## config.mk

```make
export PLATFORM = sky130hd
export DESIGN_NAME = cpp_div_pipe
export DESIGN_NICKNAME = d
export VERILOG_FILES = /design/src/hw/rtl/cpp_div_pipe.sv
export SDC_FILE = /design/constraint.sdc
export NUM_CORES = 2
export LEC_CHECK = 0
export BUFFER_PORTS_ARGS = -buffer_cell sky130_fd_sc_hd__buf_2
export CAP_MARGIN = 40
export CELL_PAD_IN_SITES_DETAIL_PLACEMENT = 1
export CELL_PAD_IN_SITES_GLOBAL_PLACEMENT = 2
export CORE_UTILIZATION = 45
export DETAILED_ROUTE_END_ITERATION = 10
export PLACE_DENSITY = 0.79
export SYNTH_ARGS = -nofsm -noshare
export SYNTH_HDL_FRONTEND = slang
export SYNTH_SLANG_ARGS = --single-unit
export TNS_END_PERCENT = 10
```

## constraint.sdc

```tcl
create_clock -name clk -period 10.1 [get_ports clk]
set_input_delay 2.02 -clock clk [delete_from_list [all_inputs] [get_ports clk]]
set_output_delay 2.02 -clock clk [all_outputs]
set_load 0.02 [all_outputs]
```

## src/hw/rtl/cpp_div_pipe.sv

```systemverilog
`timescale 1ns / 1ps
// ----------------------------------------------------------------------------
// cpp_div_pipe
// Restoring divider, one quotient bit per register stage, several lanes
// sharing one divisor, with side data and valid carried alongside.
// ----------------------------------------------------------------------------
module cpp_div_pipe #(
  parameter int NL = 1,
  parameter int DW = 36,
  parameter int QB = 25,
  parameter int SW = 1
) (
  input  logic                   clk,
  input  logic                   rst_n,
  input  logic                   en,
  input  logic                   in_valid,
  input  logic [DW-1:0]          div,
  input  logic [NL-1:0][DW-1:0]  rem0,
  input  logic [NL-1:0][QB-1:0]  feed,
  input  logic [SW-1:0]          side_in,
  output logic                   out_valid,
  output logic [NL-1:0][QB-1:0]  quot,
  output logic [SW-1:0]          side_out
);

  logic [NL-1:0][DW-1:0] rem_r  [QB-1];
  logic [DW-1:0]         div_r  [QB-1];
  logic [NL-1:0][QB-1:0] work_r [QB];
  logic [SW-1:0]         side_r [QB];
  logic                  vld_r  [QB];

  for (genvar k = 0; k < QB; k++) begin : g_stage
    logic [NL-1:0][DW-1:0] src_rem;
    logic [NL-1:0][QB-1:0] src_work;
    logic [DW-1:0]         src_div;
    logic [SW-1:0]         src_side;
    logic                  src_vld;
    logic [NL-1:0][DW-1:0] rem_nxt;
    logic [NL-1:0][QB-1:0] work_nxt;

    // Select stage source
    if (k == 0) begin : g_first
      assign src_rem  = rem0;
      assign src_work = feed;
      assign src_div  = div;
      assign src_side = side_in;
      assign src_vld  = in_valid;
    end else begin : g_next
      assign src_rem  = rem_r[k-1];
      assign src_work = work_r[k-1];
      assign src_div  = div_r[k-1];
      assign src_side = side_r[k-1];
      assign src_vld  = vld_r[k-1];
    end

    // Shift in the next dividend bit and subtract when it fits
    for (genvar l = 0; l < NL; l++) begin : g_lane
      logic [DW:0] trial;
      logic        hit;
      assign trial       = {src_rem[l], src_work[l][QB-1]};
      assign hit         = trial >= {1'b0, src_div};
      assign rem_nxt[l]  = hit ? DW'(trial - {1'b0, src_div}) : trial[DW-1:0];
      assign work_nxt[l] = {src_work[l][QB-2:0], hit};
    end

    always_ff @(posedge clk) begin
      if (!rst_n) begin
        vld_r[k] <= 1'b0;
      end else if (en) begin
        vld_r[k] <= src_vld;
      end
    end

    always_ff @(posedge clk) begin
      if (en) begin
        work_r[k] <= work_nxt;
        side_r[k] <= src_side;
      end
    end

    // Keep remainder and divisor for the following stage
    if (k < QB - 1) begin : g_keep
      always_ff @(posedge clk) begin
        if (en) begin
          rem_r[k] <= rem_nxt;
          div_r[k] <= src_div;
        end
      end
    end
  end

  assign out_valid = vld_r[QB-1];
  assign quot      = work_r[QB-1];
  assign side_out  = side_r[QB-1];

endmodule

```

==> results.txt <==
Status: completed
Yosys top cell by area: edfxtp_1
Tmin final: 5.74 ns
Clock slew at reported path FFs: 0.06 ns
Hold endpoint: work_r[1][4]
Worst R2R End: rem_r[7][6]
RePlAce Congestion: 0.925
H-tree depth: 5
Hold crit path type: flop to flop
Setup Skew: 0.0724 ns
DRT iter0 DRCs: 5814
Crit path buf inv count: 4
Sequential area share after synthesis: 0.552
Post-synth cell types: 103
Critical path's top delay family: compound AO/OA/AOI/OAI gates
Worst vdd ir: 159 µV
Layout net count: 12.6k
PD cells: 337 nW/µm²
YS warnings: 0
Setup TNS: 0 ns
Initial antenna violation count: 13
Area growth, synth to finish: 11.1%
Hpwl dp: 276000 µm
Switching share of power: 0.391
RSZ-0062 raised after global routing: false
Slew Viols, Final: 0
Post-CTS Setup Inserts: 0
Synthesized instance count: 11.4k
CTS Sinks: 2403
Hold path depth: 0
Crit-path cells: buf_2 -> inv_1 -> ha_1 -> a21oi_1 -> o21ai_0 -> or3b_2 -> o21ai_0 -> o221a_2 -> o21ai_0 -> a21boi_4 -> buf_4 -> inv_2 -> mux2_2
# IOs: 129
Top post-synthesis cells by area: edfxtp_1 (55%), ha_1 (8.6%), a21oi_1 (4.2%), inv_1 (3.2%), xnor2_1 (2.8%)
Cts hold-fix bufs: 0
Drc violations: 0
Clock group share of total power: 0.210
Final Cell Area: 145000 µm²
Worst reg2reg path depth: 12
Number of global-route vias before repair: 91.8k
Most Frequent Cell on Critical Path: o21ai_0
Detail Route Antenna Nets: 0
Final setup viols: 0
Net Switching: 19100 µW
Seq pwr share: 0.334
Type of origin of the critical path: input port
Crit Path Category: input port to flop
Power share of the combinational group: 0.456
Drt wl/cell: 22.8 µm
R2R Setup Slk: 4.93 ns
Clk buf depth: 4
WP data required: 10.71 ns
HP Start: work_r[0][378]
# rows: 197
Slew @ Worst Pin: 1.04 ns
Clock root buffer: clkbuf_16
Mapped cell area: 131000 µm²
CP max stage cell: a21boi_4
Vias per cell: 5.66
Asr flop ratio synth: 0
Clk Latency, worst-skew pair: 0.91 ns
Final hold viol count: 0
Syn avg cell area: 11.5 µm²
Drt total wl: 357000 µm
Initial Util: 0.453
Crit Reg-Reg Startpoint: div_r[6][6]
P_leak: 0.0587 µW
Top-area cell type share of the netlist area: 0.552
Vias: 88.4k
Die Ht: 541 µm
Placed instance area: 136000 µm²
First-pass GRT wire length: 543000 µm
Post-synth EDFFs: 2402
Slowest stage delay, CP: 0.72 ns
Max-slew headroom: 0.310
Arrival time worst endpoint: 6.35 ns
Main synth FF type: edfxtp_1
CTS buffer count: 279
Grt ovf: 0
Core area: 288000 µm²
CTS tree: done
Seq cells post-synth: 2403
GRT Total Usage: 0.239
Cts repair resizes: 0
Die area: 293000 µm²
Syn_nets: 12.4k
Drt pass-1 iters: 5
Largest net degree at the start of global routing: 181
Int Pwr: 29800 µW
Critical Path Sink Type: flop
Fmax: 174 MHz
Max FO, Critical Path: 29
Fin crit share: 0.568
Max-Cap Viols: 0
Die X-Extent: 541 µm
Share of layout cells above drive strength 1: 0.0866
PortBufs: 128
-- sequential cells by signal (all words and copies together), names as in the netlist --
| name | cells |
|---|---|
| div_r | 864 |
| rem_r | 864 |
| work_r | 625 |
| side_r | 25 |
| vld_r | 25 |
-- cell usage in the layout, fill, tap and decap left out, types with 39 or more instances in the layout --
master	Yosys	routed
a211oi_1	72	72
a21o_1	476	476
a21oi_1	1100	1098
a31oi_1	91	91
and2_1	46	46
and3_1	114	114
buf_2	38	133
buf_4	5	51
clkbuf_1	219	49
clkbuf_16	0	287
clkinv_1	0	53
clkinv_2	0	39
edfxtp_1	2402	2402
ha_1	900	900
inv_1	1126	1126
mux2_2	281	281
nand2_1	717	717
nand2b_1	114	114
nand3_1	180	180
nand4_1	142	142
nor2_1	752	751
nor2b_1	134	134
nor3_1	116	116
o21a_1	113	112
o21ai_0	671	671
o21bai_1	107	107
o31ai_1	62	62
xnor2_1	419	419
xor2_1	293	293
-- cell families after synthesis --
| group | synth area share |
|---|---|
| AO/OA/AOI/OAI | 0.147 |
| XOR/XNOR | 0.0477 |
| adder cells (fa/ha/maj) | 0.0899 |
| buffers and inverters | 0.0412 |
| flip-flops | 0.552 |
| multiplexers | 0.0306 |
| AND/OR/NAND/NOR | 0.0910 |
-- stage by stage --
stage	utilization	setup WS, ns	hold WS [ns]	std cells	total power (µW)
floorplan	-	5.20	0.400	11400	31700
global placement	0.470	3.57	0.400	15100	38100
detailed placement	0.471	3.50	0.405	15100	38600
CTS	0.503	4.44	0.395	15600	49200
global route	0.504	4.08	0.402	15600	51900
finish	0.504	4.36	0.395	15600	49000
-- Yosys cell counts, drive strengths merged, types with 29 or more instances --
cell / count
xnor2: 419
nor2: 752
ha: 900
inv: 1128
nor2b: 134
a31oi: 92
buf: 60
and2: 47
o31ai: 65
nand2b: 114
nor4: 36
or3: 37
o211ai: 34
a211oi: 72
nand3: 180
clkbuf: 219
o21a: 113
nor3: 116
o31a: 32
a21o: 476
a31o: 29
o21ai: 691
a21oi: 1103
mux2: 323
nand2: 717
xor2: 293
and3: 114
o21bai: 108
edfxtp: 2402
and4: 31
nand4: 142
-- worst max-delay path by stage --
stage	startpoint	to	slack (ns)	depth (start not counted)
after floorplan	div[2]	rem_r[0][32]	5.20	12
after global placement	div[10]	rem_r[0][35]	3.57	13
after detailed placement	div[10]	rem_r[0][32]	3.50	13
after CTS	div[10]	rem_r[0][32]	4.44	13
after global routing	div[1]	rem_r[0][32]	4.08	13
final	div[10]	rem_r[0][32]	4.36	13
-- layer usage --
layer / global-route usage / part of all wire / vias up
met5: 0 / 0.000062 / -
met4: 0.0865 / 0.038 / 4
met3: 0.0258 / 0.036 / 569
met2: 0.415 / 0.49 / 1605
met1: 0.307 / 0.44 / 43900
li1: - / - / 42400
-- area by class of cell --
| type | count | area [µm²] |
|---|---|---|
| Tap cell | 3781 | 4730 |
| Clock inverter | 168 | 1910 |
| Inverter | 1128 | 4230 |
| Clock buffer | 336 | 7370 |
| Antenna cell | 3 | 7.51 |
| Fill cell | 30100 | 143000 |
| Multi-Input combinational cell | 7601 | 53300 |
| Timing Repair Buffer | 208 | 1510 |
| Sequential cell | 2403 | 72100 |
-- power groups by stage --
| stage | logic (µW) | registers (µW) | clock network, µW |
|---|---|---|---|
| 2_1_floorplan | 16200 | 15500 | 0 |
| 3_3_place_gp | 21600 | 16500 | 0 |
| 3_5_place_dp | 22100 | 16500 | 0 |
| 4_1_cts | 22300 | 16300 | 10600 |
| 5_1_grt | 24500 | 16500 | 10900 |
| 6_report | 22400 | 16300 | 10300 |
(Power assumes the default switching activity.)
